**config.mk**
```make
export PLATFORM = sky130hd
export DESIGN_NAME = edge_loop_extractor
export DESIGN_NICKNAME = d
export VERILOG_FILES = /design/src/design/ele_pkg.sv /design/src/design/ele_edge_scan.sv /design/src/design/ele_walker.sv /design/src/design/edge_loop_extractor.sv
export SDC_FILE = /design/constraint.sdc
export NUM_CORES = 1
export LEC_CHECK = 0
export BUFFER_PORTS_ARGS = -buffer_cell sky130_fd_sc_hd__buf_2
export CORE_UTILIZATION = 35
export DETAILED_ROUTE_END_ITERATION = 10
export PLACE_DENSITY_LB_ADDON = 0.1
export SLEW_MARGIN = 30
export SYNTH_ARGS = -nofsm -noshare
export SYNTH_HDL_FRONTEND = slang
export SYNTH_HIERARCHICAL = 1
export SYNTH_SLANG_ARGS = --single-unit
```
**constraint.sdc**
```tcl
create_clock -name clk -period 7.4 [get_ports clk]
set_input_delay 0.74 -clock clk [delete_from_list [all_inputs] [get_ports clk]]
set_output_delay 0.74 -clock clk [all_outputs]
set_load 0.01 [all_outputs]
```
**src/design/ele_pkg.sv**
```systemverilog
// Package for the edge loop extractor.
// Holds the word types, command and status codes, and fixed field widths.
// No dependencies.
package ele_pkg;

  localparam int VW    = 5;  // vertex index width
  localparam int LOOPW = 3;  // loop number width
  localparam int CFGW  = 6;  // vertex count register width

  // Smallest vertex count and edge count that a decompose accepts, and
  // the length a walk must exceed to be kept as a loop.
  localparam int MIN_SIZE = 3;

  localparam logic [1:0] KIND_APPEND    = 2'd0;
  localparam logic [1:0] KIND_DECOMPOSE = 2'd1;
  localparam logic [1:0] KIND_CLEAR     = 2'd2;

  localparam logic [1:0] STATUS_LOOP  = 2'd0;
  localparam logic [1:0] STATUS_DONE  = 2'd1;
  localparam logic [1:0] STATUS_SHORT = 2'd2;
  localparam logic [1:0] STATUS_FULL  = 2'd3;

  typedef struct packed {
    logic [1:0]    kind;
    logic [VW-1:0] vertex_a;
    logic [VW-1:0] vertex_b;
  } in_word_t;

  typedef struct packed {
    logic [VW-1:0]    vertex_index;
    logic [LOOPW-1:0] loop_number;
    logic             loop_end;
    logic [1:0]       status;
    logic             last;
  } out_word_t;

  // Result of one edge table scan for a vertex.
  typedef struct packed {
    logic          done;
    logic [1:0]    count;
    logic [VW-1:0] nb0;
    logic [VW-1:0] nb1;
  } scan_res_t;

endpackage

```
**src/design/ele_edge_scan.sv**
```systemverilog
// Edge table memory and the shared compare unit that scans it.
// Depends on ele_pkg.
// One edge is read and matched against the scan vertex per cycle.
module ele_edge_scan #(
  parameter int MAX_VERTICES = 32,
  parameter int MAX_EDGES    = 64
) (
  input  logic                                 clk,
  input  logic                                 rst_n,
  input  logic                                 wr_en,
  input  logic [$clog2(MAX_EDGES)-1:0]         wr_addr,
  input  logic [ele_pkg::VW-1:0]               wr_a,
  input  logic [ele_pkg::VW-1:0]               wr_b,
  input  logic [$clog2(MAX_EDGES+1)-1:0]       edges_stored,
  input  logic                                 scan_start,
  input  logic [((($clog2(MAX_VERTICES+1)) > ele_pkg::VW) ?
                 $clog2(MAX_VERTICES+1) : ele_pkg::VW)-1:0] scan_vertex,
  output ele_pkg::scan_res_t                   scan_res
);

  localparam int AW  = $clog2(MAX_EDGES);
  localparam int EW  = $clog2(MAX_EDGES + 1);
  localparam int VCW = $clog2(MAX_VERTICES + 1);
  localparam int CW  = (VCW > ele_pkg::VW) ? VCW : ele_pkg::VW;
  localparam int VW  = ele_pkg::VW;

  logic [2*VW-1:0] edge_mem [MAX_EDGES];
  logic [2*VW-1:0] rd_data_r;

  logic [EW-1:0] e_r;
  logic          pend_r;
  logic          busy_r;
  logic [1:0]    found_r;
  logic [VW-1:0] nb0_r;
  logic [VW-1:0] nb1_r;
  logic [CW-1:0] vtx_r;

  logic          issue;
  logic          full3;
  logic          finish;
  logic          hit_a;
  logic          hit_b;
  logic [VW-1:0] rd_a;
  logic [VW-1:0] rd_b;
  logic [VW-1:0] nb_sel;

  assign full3  = (found_r == 2'd3);
  assign issue  = busy_r && !full3 && (e_r < edges_stored);
  assign finish = busy_r && (full3 || (!pend_r && !(e_r < edges_stored)));

  assign rd_a   = rd_data_r[2*VW-1:VW];
  assign rd_b   = rd_data_r[VW-1:0];
  assign hit_a  = (CW'(rd_a) == vtx_r);
  assign hit_b  = (CW'(rd_b) == vtx_r);
  assign nb_sel = hit_a ? rd_b : rd_a;

  always_ff @(posedge clk) begin
    if (wr_en) begin
      edge_mem[wr_addr] <= {wr_a, wr_b};
    end
    if (issue) begin
      rd_data_r <= edge_mem[e_r[AW-1:0]];
    end
  end

  always_ff @(posedge clk) begin
    if (!rst_n) begin
      busy_r  <= 1'b0;
      pend_r  <= 1'b0;
      found_r <= 2'd0;
      e_r     <= '0;
    end else if (scan_start) begin
      busy_r  <= 1'b1;
      pend_r  <= 1'b0;
      found_r <= 2'd0;
      e_r     <= '0;
    end else if (busy_r) begin
      pend_r <= issue;
      if (issue) begin
        e_r <= e_r + EW'(1);
      end
      if (pend_r && !full3 && (hit_a || hit_b)) begin
        found_r <= found_r + 2'd1;
      end
      if (finish) begin
        busy_r <= 1'b0;
      end
    end
  end

  always_ff @(posedge clk) begin
    if (scan_start) begin
      vtx_r <= scan_vertex;
    end
    if (busy_r && pend_r && !full3 && (hit_a || hit_b)) begin
      if (found_r == 2'd0) begin
        nb0_r <= nb_sel;
      end
      if (found_r == 2'd1) begin
        nb1_r <= nb_sel;
      end
    end
  end

  always_comb begin
    scan_res.done  = finish;
    scan_res.count = found_r;
    scan_res.nb0   = nb0_r;
    scan_res.nb1   = nb1_r;
  end

endmodule

```
**src/design/ele_walker.sv**
```systemverilog
// Decompose sequencer: vertex marks, walk control, loop buffer and emission.
// Depends on ele_pkg; drives the edge scan unit through its start port.
module ele_walker #(
  parameter int MAX_VERTICES = 32,
  parameter int MAX_EDGES    = 64
) (
  input  logic                                 clk,
  input  logic                                 rst_n,
  input  logic                                 start,
  input  logic [$clog2(MAX_VERTICES+1)-1:0]    nv,
  input  logic [$clog2(MAX_EDGES+1)-1:0]       edges_stored,
  output logic                                 scan_start,
  output logic [((($clog2(MAX_VERTICES+1)) > ele_pkg::VW) ?
                 $clog2(MAX_VERTICES+1) : ele_pkg::VW)-1:0] scan_vertex,
  input  ele_pkg::scan_res_t                   scan_res,
  output logic                                 res_valid,
  output ele_pkg::out_word_t                   res_word,
  input  logic                                 res_take,
  output logic                                 busy
);

  localparam int VIW = $clog2(MAX_VERTICES);
  localparam int VCW = $clog2(MAX_VERTICES + 1);
  localparam int EW  = $clog2(MAX_EDGES + 1);
  localparam int CW  = (VCW > ele_pkg::VW) ? VCW : ele_pkg::VW;
  localparam int VW  = ele_pkg::VW;

  localparam logic [2:0] ST_IDLE     = 3'd0;
  localparam logic [2:0] ST_ERR      = 3'd1;
  localparam logic [2:0] ST_SEEK     = 3'd2;
  localparam logic [2:0] ST_STEP     = 3'd3;
  localparam logic [2:0] ST_SCAN     = 3'd4;
  localparam logic [2:0] ST_EMIT_RD  = 3'd5;
  localparam logic [2:0] ST_EMIT_OUT = 3'd6;
  localparam logic [2:0] ST_DONE     = 3'd7;

  logic [2:0] state_r;
  logic [2:0] state_nxt;

  logic [MAX_VERTICES-1:0]   marks_r;
  logic [VCW-1:0]            seek_r;
  logic [VIW-1:0]            cur_r;
  logic [VCW-1:0]            len_r;
  logic [VCW-1:0]            emit_r;
  logic [ele_pkg::LOOPW-1:0] loop_r;

  logic [VW-1:0] loop_mem [MAX_VERTICES];
  logic [VW-1:0] rdata_r;

  logic          too_few;
  logic          seek_in;
  logic          seek_marked;
  logic [CW-1:0] cur_ext;
  logic [CW-1:0] nb0_ext;
  logic [CW-1:0] nb1_ext;
  logic          two_nb;
  logic          go0;
  logic          go1;
  logic          is_end;

  assign too_few     = (nv < VCW'(ele_pkg::MIN_SIZE)) ||
                       (edges_stored < EW'(ele_pkg::MIN_SIZE));
  assign seek_in     = (seek_r < nv);
  assign seek_marked = marks_r[seek_r[VIW-1:0]];
  assign cur_ext     = CW'(cur_r);
  assign scan_vertex = cur_ext;
  assign nb0_ext     = CW'(scan_res.nb0);
  assign nb1_ext     = CW'(scan_res.nb1);
  assign two_nb      = (scan_res.count == 2'd2);
  // A neighbour at or above the vertex count counts as marked.
  assign go0 = two_nb && (nb0_ext < CW'(nv)) && !marks_r[nb0_ext[VIW-1:0]];
  assign go1 = two_nb && (nb1_ext < CW'(nv)) && !marks_r[nb1_ext[VIW-1:0]];
  assign is_end = ((emit_r + VCW'(1)) == len_r);
  assign busy   = (state_r != ST_IDLE);

  always_comb begin
    state_nxt  = state_r;
    scan_start = 1'b0;
    res_valid  = 1'b0;
    res_word   = '0;
    unique case (state_r)
      ST_IDLE: begin
        if (start) begin
          state_nxt = too_few ? ST_ERR : ST_SEEK;
        end
      end
      ST_ERR: begin
        res_valid       = 1'b1;
        res_word.status = ele_pkg::STATUS_SHORT;
        res_word.last   = 1'b1;
        if (res_take) begin
          state_nxt = ST_IDLE;
        end
      end
      ST_SEEK: begin
        if (!seek_in) begin
          state_nxt = ST_DONE;
        end else if (!seek_marked) begin
          state_nxt = ST_STEP;
        end
      end
      ST_STEP: begin
        scan_start = 1'b1;
        state_nxt  = ST_SCAN;
      end
      ST_SCAN: begin
        if (scan_res.done) begin
          if (go0 || go1) begin
            state_nxt = ST_STEP;
          end else if (len_r > VCW'(ele_pkg::MIN_SIZE)) begin
            state_nxt = ST_EMIT_RD;
          end else begin
            state_nxt = ST_SEEK;
          end
        end
      end
      ST_EMIT_RD: begin
        state_nxt = ST_EMIT_OUT;
      end
      ST_EMIT_OUT: begin
        res_valid             = 1'b1;
        res_word.vertex_index = rdata_r;
        res_word.loop_number  = loop_r;
        res_word.loop_end     = is_end;
        res_word.status       = ele_pkg::STATUS_LOOP;
        res_word.last         = 1'b0;
        if (res_take) begin
          state_nxt = is_end ? ST_SEEK : ST_EMIT_RD;
        end
      end
      ST_DONE: begin
        res_valid       = 1'b1;
        res_word.status = ele_pkg::STATUS_DONE;
        res_word.last   = 1'b1;
        if (res_take) begin
          state_nxt = ST_IDLE;
        end
      end
      default: begin
        state_nxt = ST_IDLE;
      end
    endcase
  end

  always_ff @(posedge clk) begin
    if (!rst_n) begin
      state_r <= ST_IDLE;
    end else begin
      state_r <= state_nxt;
    end
  end

  always_ff @(posedge clk) begin
    if (state_r == ST_IDLE && start) begin
      marks_r <= '0;
      loop_r  <= '0;
      seek_r  <= '0;
    end
    if (state_r == ST_SEEK && seek_in) begin
      if (seek_marked) begin
        seek_r <= seek_r + VCW'(1);
      end else begin
        cur_r <= seek_r[VIW-1:0];
        len_r <= '0;
      end
    end
    if (state_r == ST_STEP) begin
      marks_r[cur_r] <= 1'b1;
      len_r          <= len_r + VCW'(1);
    end
    if (state_r == ST_SCAN && scan_res.done) begin
      emit_r <= '0;
      if (go0) begin
        cur_r <= nb0_ext[VIW-1:0];
      end else if (go1) begin
        cur_r <= nb1_ext[VIW-1:0];
      end
    end
    if (state_r == ST_EMIT_OUT && res_take) begin
      if (is_end) begin
        loop_r <= loop_r + ele_pkg::LOOPW'(1);
      end else begin
        emit_r <= emit_r + VCW'(1);
      end
    end
  end

  always_ff @(posedge clk) begin
    if (state_r == ST_STEP) begin
      loop_mem[len_r[VIW-1:0]] <= cur_ext[VW-1:0];
    end
    if (state_r == ST_EMIT_RD) begin
      rdata_r <= loop_mem[emit_r[VIW-1:0]];
    end
  end

endmodule

```
**src/design/edge_loop_extractor.sv**
```systemverilog
// Top level of the edge loop extractor.
// Depends on ele_pkg, ele_edge_scan and ele_walker.
//
// Edge loop extractor. Append and clear words give no result unless an
// append finds the edge table full, in which case the edge is dropped and
// one word with the table full status comes back. A decompose word starts a
// walk over the vertices below the configured vertex count (capped at
// MAX_VERTICES): each walk step marks a vertex and scans the edge table from
// the start for its first incident edges, one edge per cycle through the
// table's single read port. Kept loops come out one vertex word at a time,
// followed by one done word with last set; too few vertices or edges gives
// one error word instead. In_stall stays high for the whole decompose, and
// while a result word sits in the output register with out_stall high. The
// vertex count register must be written only while the block is idle; the
// block itself does not enforce it.
module edge_loop_extractor #(
  parameter int MAX_VERTICES = 32,
  parameter int MAX_EDGES    = 64
) (
  input  logic                          clk,
  input  logic                          rst_n,
  input  logic                          in_valid,
  output logic                          in_stall,
  input  ele_pkg::in_word_t             in_data,
  output logic                          out_valid,
  input  logic                          out_stall,
  output ele_pkg::out_word_t            out_data,
  input  logic                          cfg_we,
  input  logic [ele_pkg::CFGW-1:0]      cfg_data
);

  localparam int AW  = $clog2(MAX_EDGES);
  localparam int EW  = $clog2(MAX_EDGES + 1);
  localparam int VCW = $clog2(MAX_VERTICES + 1);
  localparam int CW  = (VCW > ele_pkg::VW) ? VCW : ele_pkg::VW;

  logic [ele_pkg::CFGW-1:0] vcount_r;
  logic [EW-1:0]            es_r;
  logic                     out_valid_r;
  ele_pkg::out_word_t       out_word_r;

  logic               accept;
  logic               do_append;
  logic               table_full;
  logic               wr_en;
  logic               full_hit;
  logic               start;
  logic [VCW-1:0]     nv;
  logic               out_free;
  logic               res_take;
  logic               walk_busy;
  logic               scan_start;
  logic [CW-1:0]      scan_vertex;
  ele_pkg::scan_res_t scan_res;
  logic               res_valid;
  ele_pkg::out_word_t res_word;
  ele_pkg::out_word_t full_word;

  // The vertex count register can hold values above MAX_VERTICES; larger
  // values act as the maximum.
  assign nv = ({1'b0, vcount_r} > (ele_pkg::CFGW + 1)'(MAX_VERTICES)) ?
              VCW'(MAX_VERTICES) : vcount_r[VCW-1:0];

  // The input side waits during a decompose and while an unread result
  // blocks the output register.
  assign in_stall   = walk_busy || (out_valid_r && out_stall);
  assign accept     = in_valid && !in_stall;
  assign do_append  = accept && (in_data.kind == ele_pkg::KIND_APPEND);
  assign table_full = !(es_r < EW'(MAX_EDGES));
  assign wr_en      = do_append && !table_full;
  assign full_hit   = do_append && table_full;
  assign start      = accept && (in_data.kind == ele_pkg::KIND_DECOMPOSE);

  assign out_free = !out_valid_r || !out_stall;
  assign res_take = res_valid && out_free;

  always_comb begin
    full_word        = '0;
    full_word.status = ele_pkg::STATUS_FULL;
    full_word.last   = 1'b1;
  end

  always_ff @(posedge clk) begin
    if (!rst_n) begin
      vcount_r <= '0;
    end else if (cfg_we) begin
      vcount_r <= cfg_data;
    end
  end

  always_ff @(posedge clk) begin
    if (!rst_n) begin
      es_r <= '0;
    end else if (accept && in_data.kind == ele_pkg::KIND_CLEAR) begin
      es_r <= '0;
    end else if (wr_en) begin
      es_r <= es_r + EW'(1);
    end
  end

  // Output register; a full-table word and a walker word never compete,
  // since appends are taken only while the walker is idle.
  always_ff @(posedge clk) begin
    if (!rst_n) begin
      out_valid_r <= 1'b0;
    end else if (full_hit || res_take) begin
      out_valid_r <= 1'b1;
    end else if (!out_stall) begin
      out_valid_r <= 1'b0;
    end
  end

  always_ff @(posedge clk) begin
    if (full_hit) begin
      out_word_r <= full_word;
    end else if (res_take) begin
      out_word_r <= res_word;
    end
  end

  assign out_valid = out_valid_r;
  assign out_data  = out_word_r;

  ele_edge_scan #(
    .MAX_VERTICES (MAX_VERTICES),
    .MAX_EDGES    (MAX_EDGES)
  ) u_scan (
    .clk          (clk),
    .rst_n        (rst_n),
    .wr_en        (wr_en),
    .wr_addr      (es_r[AW-1:0]),
    .wr_a         (in_data.vertex_a),
    .wr_b         (in_data.vertex_b),
    .edges_stored (es_r),
    .scan_start   (scan_start),
    .scan_vertex  (scan_vertex),
    .scan_res     (scan_res)
  );

  ele_walker #(
    .MAX_VERTICES (MAX_VERTICES),
    .MAX_EDGES    (MAX_EDGES)
  ) u_walker (
    .clk          (clk),
    .rst_n        (rst_n),
    .start        (start),
    .nv           (nv),
    .edges_stored (es_r),
    .scan_start   (scan_start),
    .scan_vertex  (scan_vertex),
    .scan_res     (scan_res),
    .res_valid    (res_valid),
    .res_word     (res_word),
    .res_take     (res_take),
    .busy         (walk_busy)
  );

endmodule
```
==> metrics.md, run 1 <==
| Metric | Value |
|---|---|
| Placed Cells | `~3,500` |
| Post_cts resized | `0` |
| DRC | `0` |
| Placed Area | `between 0.03 and 0.04 sq mm` |
| Final setup vio count | `0` |
| Nature of the critical path endpoint | `flip-flop` |
| Final instance area | `about 0.043 sq mm` |
| Vias in the first global route | `20,400` |
| Commonest cells after routing, fill and taps aside | `edfxtp_1 (837), mux4_2 (204), nor2_1 (125)` |
| F_max | `0.253 GHz` |
| Pwr Total | `~11 mW` |
| Syn_nets | `2,215` |
| Die area | `0.110 sq mm` |
| GRT Resource Usage Total | `0.170` |
| CP Launch Point | `u_walker/state_r[0]` |
| Ports | `37` |
| Most common cell after layout, fill and taps aside | `edfxtp_1` |
| Register area share after synthesis | `0.708` |
| Tmin final | `3.95 ns` |
| Nets | `roughly 2,300` |
| WL final | `93.3 mm` |
| Clock Skew | `approximately 0.023 ns` |
| Longest Clk Path Bufs | `3` |
| Finished Layout Cells | `3,698` |
| Worst-margin pin slew | `between 0.9 and 1 ns` |
| Routed WL per cell | `roughly 25 um` |
| Clk sinks | `slightly above 900` |
| Cts hold-fix bufs | `0` |
| Syn Area/Cell | `17.6 sq um` |
| Post-DP HPWL | `between 50 and 60 mm` |
| Starting Density | `0.354` |
| Htree depth | `3` |
| Clock latency on the worst-skew pair | `between 0.6 and 0.7 ns` |
| Pleak | `roughly 13 nW` |
| Hold/Removal Path Class | `primary input to flip-flop` |
| Unrepaired setup endpoints after global routing | `no` |
| EDFF count, synth | `837` |
| Root Buffer | `clkbuf_16` |
| Synth unique cells | `72` |
| IO Port Bufs | `36` |
| RePlAce Congestion | `about 0.8` |
| Initial antenna violation count | `1` |
| Reg2reg start | `u_walker/state_r[0]` |
| 1st-iter DRT viols | `about 1,500` |
| Layout area overhead | `12.4%` |
| Startpoint types | `flip-flop` |
| Crit Path Category | `flip-flop to flip-flop` |
| Core ar. | `between 0.1 and 0.15 sq mm` |
| Cell area after synthesis | `roughly 0.038 sq mm` |
| Setup TNS Final | `0 ns` |
| Setup Buffers After CTS | `0` |
| Async S/R FF share, synth | `0` |
| Prevailing post-synth register cell | `edfxtp_1` |
| GR Overflow Total | `0` |
| Die height | `332 um` |
| WP data required | `roughly 7.7 ns` |
| Vias per cell | `5.35` |
| Total of warnings raised by yosys | `6` |
| Drt pass-1 iters | `6` |
| TritonCTS Buffers | `100` |
| Largest net degree at the start of global routing | `101` |
| Run status | `complete, no violations` |
| Post-route ant nets | `0` |
| Num rows | `120` |
| CP Max Fanout | `13` |
| Power density cells | `~250 mW/mm^2` |
| FF+latch count, synth | `just over 900` |
| Slew HR | `0.342` |
| Final hold vios | `0` |
| Hold Crit Start | `cfg_data[5]` |
| Cells after synthesis | `about 2,200` |
| Hold slack | `0.301 ns` |
| Final period util | `0.533` |
| Fraction of final layout cells sized beyond drive strength 1 | `0.207` |
| Die width | `about 330 um` |
| Antenna cells | `0` |
| Via count | `between 15,000 and 20,000` |
| First-pass GRT wire length | `139 mm` |
| Slew Limit Fails | `0` |
| Peak supply drop | `0.211 mV` |
| Crit path DAT | `about 4.3 ns` |
| Clock transition at path regs | `0.06 ns` |
| CTS tree | `built` |
| Max Cap Viol | `0` |
## through the flow
step | util | setup slack [ns]
3_3_place_gp | 0.369 | 3.51
3_5_place_dp | 0.369 | 3.39
4_1_cts | 0.398 | 3.37
6_report | 0.398 | 3.45
2_1_floorplan | - | 4.49
5_1_grt | 0.398 | 3.12
## state kept, by name (all words and copies together), names as in the netlist, 7 cells and up
register and count:
u_scan/edge_mem 640, u_walker/loop_mem 160, u_walker/marks_r 32, out_data 12, u_scan/rd_data_r 10, es_r 7
u_scan/e_r 7
## synthesized netlist by cell type (3+ instances only)
master      n  area, sq um
xor2_1      6         52.6
nand3b_1    6         45.0
o21ai_1     8         40.0
nand4b_1    3         26.3
a31oi_1     5         31.3
a22oi_1     9         67.6
buf_4      11         82.6
o211ai_1    4         30.0
o22ai_1     8         50.1
a21o_1      7         52.6
dfxtp_1    92         1840
clkbuf_1   51          191
a21oi_1    40          200
nor2_1    157          589
mux2_2     16          180
buf_2      33          165
o31ai_1     5         37.5
xnor2_1    23          201
o21ai_0    69          345
inv_1      34          128
buf_1       9         33.8
a221o_1     4         40.0
mux4_1      3         78.8
nor2b_1    25          156
a22o_1     24          210
edfxtp_1  837        25100
buf_6      10          113
or3_1       9         56.3
nor3_1     15         75.1
nand2b_1   14         87.6
ha_1       31          388
a211oi_1    7         52.6
o221ai_1   29          254
mux2i_1    98          981
or2_2       5         31.3
nand2_1   121          454
a221oi_1   29          254
mux4_2    204         4590
nand4_1     8         50.1
nand3_1    27          135
and2_1      8         50.1
and3_1     18          113
## layer usage
layer,wire [um],vias to the layer above,GRT usage
met1,41300,10400,0.230
met2,45900,460,0.284
met3,4070,121,0.0269
met5,0,-,0
met4,2050,0,0.0476
li1,-,8813,-
## critical path, cell delays in order (launching register included)
cell and delay, ns:
dfxtp_1 0.45, nor2_1 0.31, nand2_1 0.19, a21oi_4 0.20
and3_2 0.27, nand2b_1 0.11, inv_1 0.28, nor2b_1 0.29
nand3_1 0.52, nor2_1 0.93
## power by group
group	internal [mW]	switching, mW
Clock	2.68	2.03
Combinational	0.0562	0.208
Sequential	5.75	0.0200
Total	8.49	2.26
## final cells by class
class                      instances  area (sq um)
sequential                       929         27000
multi-input combinational       1081         10400
inverter                          34           128
timing repair buffer              66           434
clock inverter                    59           455
tap                             1403          1760
fill                            9701         64700
clock buffer                     126          2620
## final timing paths
path         depth (start not counted)                    end  slack [ns]
max                                  9  u_scan/edge_mem[6][6]        3.45
min                                  3            vcount_r[5]        0.30
max reg2reg                          9  u_scan/edge_mem[6][6]        3.45
min reg2reg                          2            out_data[7]        0.46
## cells by family after synthesis
| kind of cell | synth area share |
|---|---|
| DFF | 0.708 |
| and+or+nand+nor | 0.0530 |
| muxes | 0.153 |
| AOI/OAI and AO/OA | 0.0487 |
| buffers and inverters | 0.0199 |
| adders and majority gates | 0.0102 |
| xor gates and xnor gates | 0.00667 |
| other | 0.0000984 |
Note: power is estimated with default switching activity, not from simulation.
==> run 2, diff against run 1 <==
- clock period: 7.4 -> 3.5 ns (I/O delays scaled with it)
==> run 2 against run 1 <==
Maximum frequency up 28%. Via count grew 2.0%. Routed wire length up 3.0%. Highest routed layer unchanged.
==> metrics.md, run 2 (synthesis gave the netlist of run 1 again) <==
| Metric | Value |
|---|---|
| Run status | `complete, no violations` |
| CTS tree | `built` |
| Cell Chain, Critical Path | `nor2_1 -> nand2_1 -> a21oi_4 -> and3_2 -> nand2b_1 -> inv_1 -> nor2b_1 -> nand2_1 -> nor2_1 -> buf_4` |
| Crit path largest cell delay | `roughly 0.50 ns` |
| Clock transition at path regs | `0.06 ns` |
| Core ar. | `0.108 sq mm` |
| Slew HR | `0.310` |
| Clk sinks | `just over 900` |
| Worst-margin pin slew | `~1.0 ns` |
| Max Cap Viol | `0` |
| Place WS | `approximately 0.45 ns` |
| Longest Clk Path Bufs | `3` |
| Layout area overhead | `15.6%` |
| Starting Density | `0.354` |
| Crit path max-delay cell type | `nand2_1` |
| GRT Resource Usage Total | `0.175` |
| GR Overflow Total | `0` |
| Nature of the critical path endpoint | `flip-flop` |
| Post_cts resized | `0` |
| Power density cells | `531 mW/mm^2` |
| Clock Skew | `0.0410 ns` |
| Tmin final | `a little over 3 ns` |
| Ports | `37` |
| Die height | `332 um` |
| Final Worst Setup Slack | `about 0.42 ns` |
| Peak supply drop | `0.404 mV` |
| Drt pass-1 iters | `5` |
| Die width | `332 um` |
| Nets | `roughly 2,400` |
| Final hold vios | `0` |
| RePlAce Congestion | `0.797` |
| Vias in the first global route | `roughly 21,000` |
| Initial antenna violation count | `1` |
| WP data required | `about 3.9 ns` |
| Setup TNS Final | `0 ns` |
| TritonCTS Buffers | `between 100 and 150` |
| WL final | `a little under 100 mm` |
| Final instance area | `0.0440 sq mm` |
| Fraction of final layout cells sized beyond drive strength 1 | `0.239` |
| Clock latency on the worst-skew pair | `around 0.69 ns` |
| Hold/Removal Path Class | `primary input to flip-flop` |
| Vias per cell | `~5.3` |
| Final period util | `0.880` |
| 1st-iter DRT viols | `approximately 1,700` |
| Placed Area | `0.0406 sq mm` |
| Root Buffer | `clkbuf_16` |
| CP Max Fanout | `10` |
| Commonest cells after routing, fill and taps aside | `edfxtp_1 (837), mux4_2 (204), nor2_1 (157)` |
| Setup Buffers After CTS | `0` |
| Die area | `roughly 0.11 sq mm` |
| Routed WL per cell | `between 20 and 30 um` |
| Slew Limit Fails | `0` |
| Delay-heaviest family, CP | `simple AND/OR/NAND/NOR gates` |
| Via count | `between 20,000 and 25,000` |
| Num rows | `between 100 and 150` |
| Post-DP HPWL | `a little over 60 mm` |
| Buffers and inverters on the worst path | `2` |
| Max reg flops | `640` |
| Startpoint types | `flip-flop` |
| Htree depth | `3` |
| Most common cell after layout, fill and taps aside | `edfxtp_1` |
| IO Port Bufs | `36` |
| Biggest register | `u_scan/edge_mem` |
| DRC | `0` |
| Crit path DAT | `~3.5 ns` |
| Post-route ant nets | `0` |
| Pleak | `14.2 nW` |
| First-pass GRT wire length | `between 100 and 150 mm` |
| Largest net degree at the start of global routing | `between 60 and 70` |
| Final setup vio count | `0` |
| Finished Layout Cells | `between 3,000 and 4,000` |
| Unrepaired setup endpoints after global routing | `no` |
| F_max | `0.325 GHz` |
| Crit Path Category | `flip-flop to flip-flop` |
| Placed Cells | `3,628` |
run 2: routing by layer:
| layer | global-route usage | routed length [um] | part of all wire |
|---|---|---|---|
| met1 | 0.239 | 42900 | 0.45 |
| met2 | 0.290 | 46900 | 0.49 |
| met3 | 0.0257 | 3980 | 0.041 |
| met4 | 0.0518 | 2300 | 0.024 |
| met5 | 0 | 0 | 0 |
run 2: area by class of cell:
| type | count | area [sq um] |
|---|---|---|
| clock inverters | 54 | 587 |
| inverters | 34 | 128 |
| well taps | 1403 | 1760 |
| diodes | 2 | 5.00 |
| multi-input cells | 1081 | 10400 |
| fillers | 9670 | 63500 |
| repair buffers | 188 | 1450 |
| clock buffers | 133 | 2760 |
| flip-flops and latches | 929 | 27000 |
run 2: where the power goes:
part	internal (mW)	switching, mW	total, mW
clock	6.19	4.44	10.6
combinational	0.134	0.450	0.584
sequential	12.2	0.0325	12.2
run 2: worst register-to-register path, cell delays in order (launching register included):
cell and delay [ns]:
dfxtp_1 0.31, nor2_1 0.21, nand2_1 0.17, a21oi_4 0.20
and3_2 0.26, nand2b_1 0.11, inv_1 0.25, nor2b_1 0.30
nand2_1 0.50, nor2_1 0.25, buf_4 0.22
run 2: final timing paths:
kind                       startpoint                endpoint  slack (ns)  depth (start not counted)
setup / recovery  u_walker/state_r[1]  u_scan/edge_mem[28][8]        0.42                         10
hold reg to reg          out_data[11]            out_data[11]        0.45                          2
setup reg to reg  u_walker/state_r[1]  u_scan/edge_mem[28][8]        0.42                         10
hold / removal              out_stall               out_valid        0.07                          3
run 2: stage by stage:
step	utilization	total power [mW]	hold WS, ns
finish	0.410	23.4	0.0657
global route	0.410	24.1	0.0552
CTS	0.410	23.7	0.0207
detailed placement	0.378	13.0	0.450
global placement	0.378	13.0	0.452
floorplan	-	12.7	0.426
run 2: timing repair:
action / CTS / global route
hold endpoints to repair: 7 / 0
endpoints found under the setup margin: 0 / 0
hold buffers: 7 / 0
==> run 3, diff against run 2 <==
- SLEW_MARGIN: 30 -> 20
- clock period: 3.5 -> 2.75 ns (I/O delays scaled with it)
==> run 3 against run 2 <==
Sequential share of layout area shrank 0.88 points. Cell count grew 1.9%. Final area grew 1.5%. Critical endpoint is now u_scan/rd_data_r[1]. Combinational power grew 33%. Via count grew 2.3%. Largest cell class unchanged. Highest routed layer unchanged. Maximum frequency grew 18%. Worst hold slack lost 0.0049 ns. Non-clock buffer count grew 77. First-iteration DRC count grew 1.7%. Global-route usage grew 0.28 points. Critical path type unchanged. Sequential cell count is the same. Sequential power grew 27%.
==> metrics.md, run 3 (synthesis gave the netlist of run 1 again) <==
| Metric | Value |
|---|---|
| Run status | `complete, no violations` |
| First-pass GRT wire length | `145 mm` |
| IO Port Bufs | `36` |
| CTS tree | `built` |
| Starting Density | `0.354` |
| Initial antenna violation count | `0` |
| Crit path DAT | `roughly 3 ns` |
| Startpoint types | `flip-flop` |
| Fill cells | `roughly 9,600` |
| WL final | `slightly below 100 mm` |
| Die area | `0.110 sq mm` |
| Reg2reg start | `u_scan/e_r[0]` |
| Layout area overhead | `17.3%` |
| Post-route ant nets | `0` |
| Final period util | `0.951` |
| Setup TNS Final | `0 ns` |
| Post-DP HPWL | `between 60 and 70 mm` |
| Clk sinks | `slightly above 900` |
| Slew Limit Fails | `0` |
| Tmin final | `~2.6 ns` |
| Routed WL per cell | `25.2 um` |
| TritonCTS Buffers | `~100` |
| CP Max Fanout | `14` |
| Htree depth | `3` |
| Antenna cells | `0` |
| GRT Resource Usage Total | `0.178` |
| 1st-iter DRT viols | `between 1,500 and 2,000` |
| Fraction of final layout cells sized beyond drive strength 1 | `0.257` |
| Clock latency on the worst-skew pair | `between 0.6 and 0.7 ns` |
| Max Cap Viol | `0` |
| Nature of the critical path endpoint | `flip-flop` |
| Hold slack | `roughly 0.061 ns` |
| F_max | `about 0.38 GHz` |
| Die width | `between 300 and 400 um` |
| Nets | `~2,500` |
| Biggest register | `u_scan/edge_mem` |
| Peak supply drop | `approximately 0.47 mV` |
| Crit Path Category | `flip-flop to flip-flop` |
| Worst-margin pin slew | `between 0.9 and 1 ns` |
| Commonest cells after routing, fill and taps aside | `edfxtp_1 (837), mux4_2 (204), buf_4 (192)` |
| RePlAce Congestion | `0.791` |
| Clock Skew | `0.0361 ns` |
| GR Overflow Total | `0` |
| Power density cells | `roughly 660 mW/mm^2` |
| WP data required | `3.17 ns` |
| Core ar. | `0.108 sq mm` |
| CP Launch Point | `u_scan/e_r[0]` |
| Final setup vio count | `0` |
| Vias per cell | `~5.3` |
| Longest Clk Path Bufs | `3` |
| Drt pass-1 iters | `5` |
| Num rows | `120` |
| Ports | `37` |
| Vias in the first global route | `roughly 21,000` |
| Slew HR | `0.374` |
| Final hold vios | `0` |
| Via count | `20,700` |
| Root Buffer | `clkbuf_16` |
| Die height | `332 um` |
| Max reg flops | `640` |
| Largest net degree at the start of global routing | `65` |
| Clock transition at path regs | `0.06 ns` |
| Unrepaired setup endpoints after global routing | `no` |
| Hold/Removal Path Class | `primary input to flip-flop` |
| DRC | `0` |
| Pleak | `about 15 nW` |
| Most common cell after layout, fill and taps aside | `edfxtp_1` |
| Hold Crit Start | `in_data[8]` |
## run 3: cell count changes in the layout (fill, tap and decap cells not counted), sizes merged, moves of 2 or more
cell         change
diode            -2
clkinv           +5
clkbuf           -3
dlygate4sd3     +11
buf             +66
## run 3: critical path, cell delays in order (launching register included)
cell	delay, ns
dfxtp_4	0.44
buf_12	0.15
buf_12	0.17
buf_4	0.18
mux4_2	0.49
a221oi_1	0.24
o21ai_0	0.25
nand2_1	0.33
nor2_1	0.07
## run 3: routing by layer
layer | part of all wire | GRT usage | vias to the layer above
met2 | 0.47 | 0.281 | 502
met3 | 0.044 | 0.0280 | 157
met1 | 0.46 | 0.252 | 10800
met5 | 0 | 0 | -
met4 | 0.029 | 0.0559 | 0
li1 | - | - | 9195
## run 3: layout make-up
| class | instances | area, sq um | share of cell area |
|---|---|---|---|
| inverter | 34 | 128 | 0.00286 |
| multi-input combinational | 1081 | 10400 | 0.233 |
| clock buffer | 130 | 2710 | 0.0606 |
| tap | 1403 | 1760 | 0.0393 |
| timing repair buffer | 265 | 2180 | 0.0488 |
| clock inverter | 56 | 517 | 0.0116 |
| sequential | 929 | 27000 | 0.604 |
## run 3: path summary, 6_finish.rpt
| path | end | slack (ns) | cells after the start |
|---|---|---|---|
| hold / removal | u_scan/edge_mem[3][8] | 0.06 | 1 |
| setup reg to reg | u_scan/rd_data_r[1] | 0.13 | 8 |
| hold reg to reg | out_data[4] | 0.46 | 2 |
| setup / recovery | u_scan/rd_data_r[1] | 0.13 | 8 |
## run 3: what timing repair did
item                                    in CTS  in global routing
pin swaps                                    0                  4
endpoints found under the hold margin       26                  0
hold buffers                                18                  0
buffers inserted                             3                  3
resized for setup                            0                  9
endpoints found under the setup margin       2                 16
## run 3: report_power, final
group,switching [mW],total [mW],internal (mW)
logic,0.566,0.775,0.209
registers,0.0600,15.5,15.5
clock network,5.59,13.2,7.62
## run 3: through the flow
stage	setup slack (ns)	instance area (sq um)	util	cells	power, mW
floorplan	0.000605	38100	-	2161	16.1
global placement	-0.0116	41200	0.383	3688	16.6
detailed placement	-0.0345	41200	0.383	3688	16.6
CTS	0.0877	44600	0.415	3895	29.9
global route	0.0149	44700	0.416	3898	30.5
finish	0.133	44700	0.416	3898	29.5
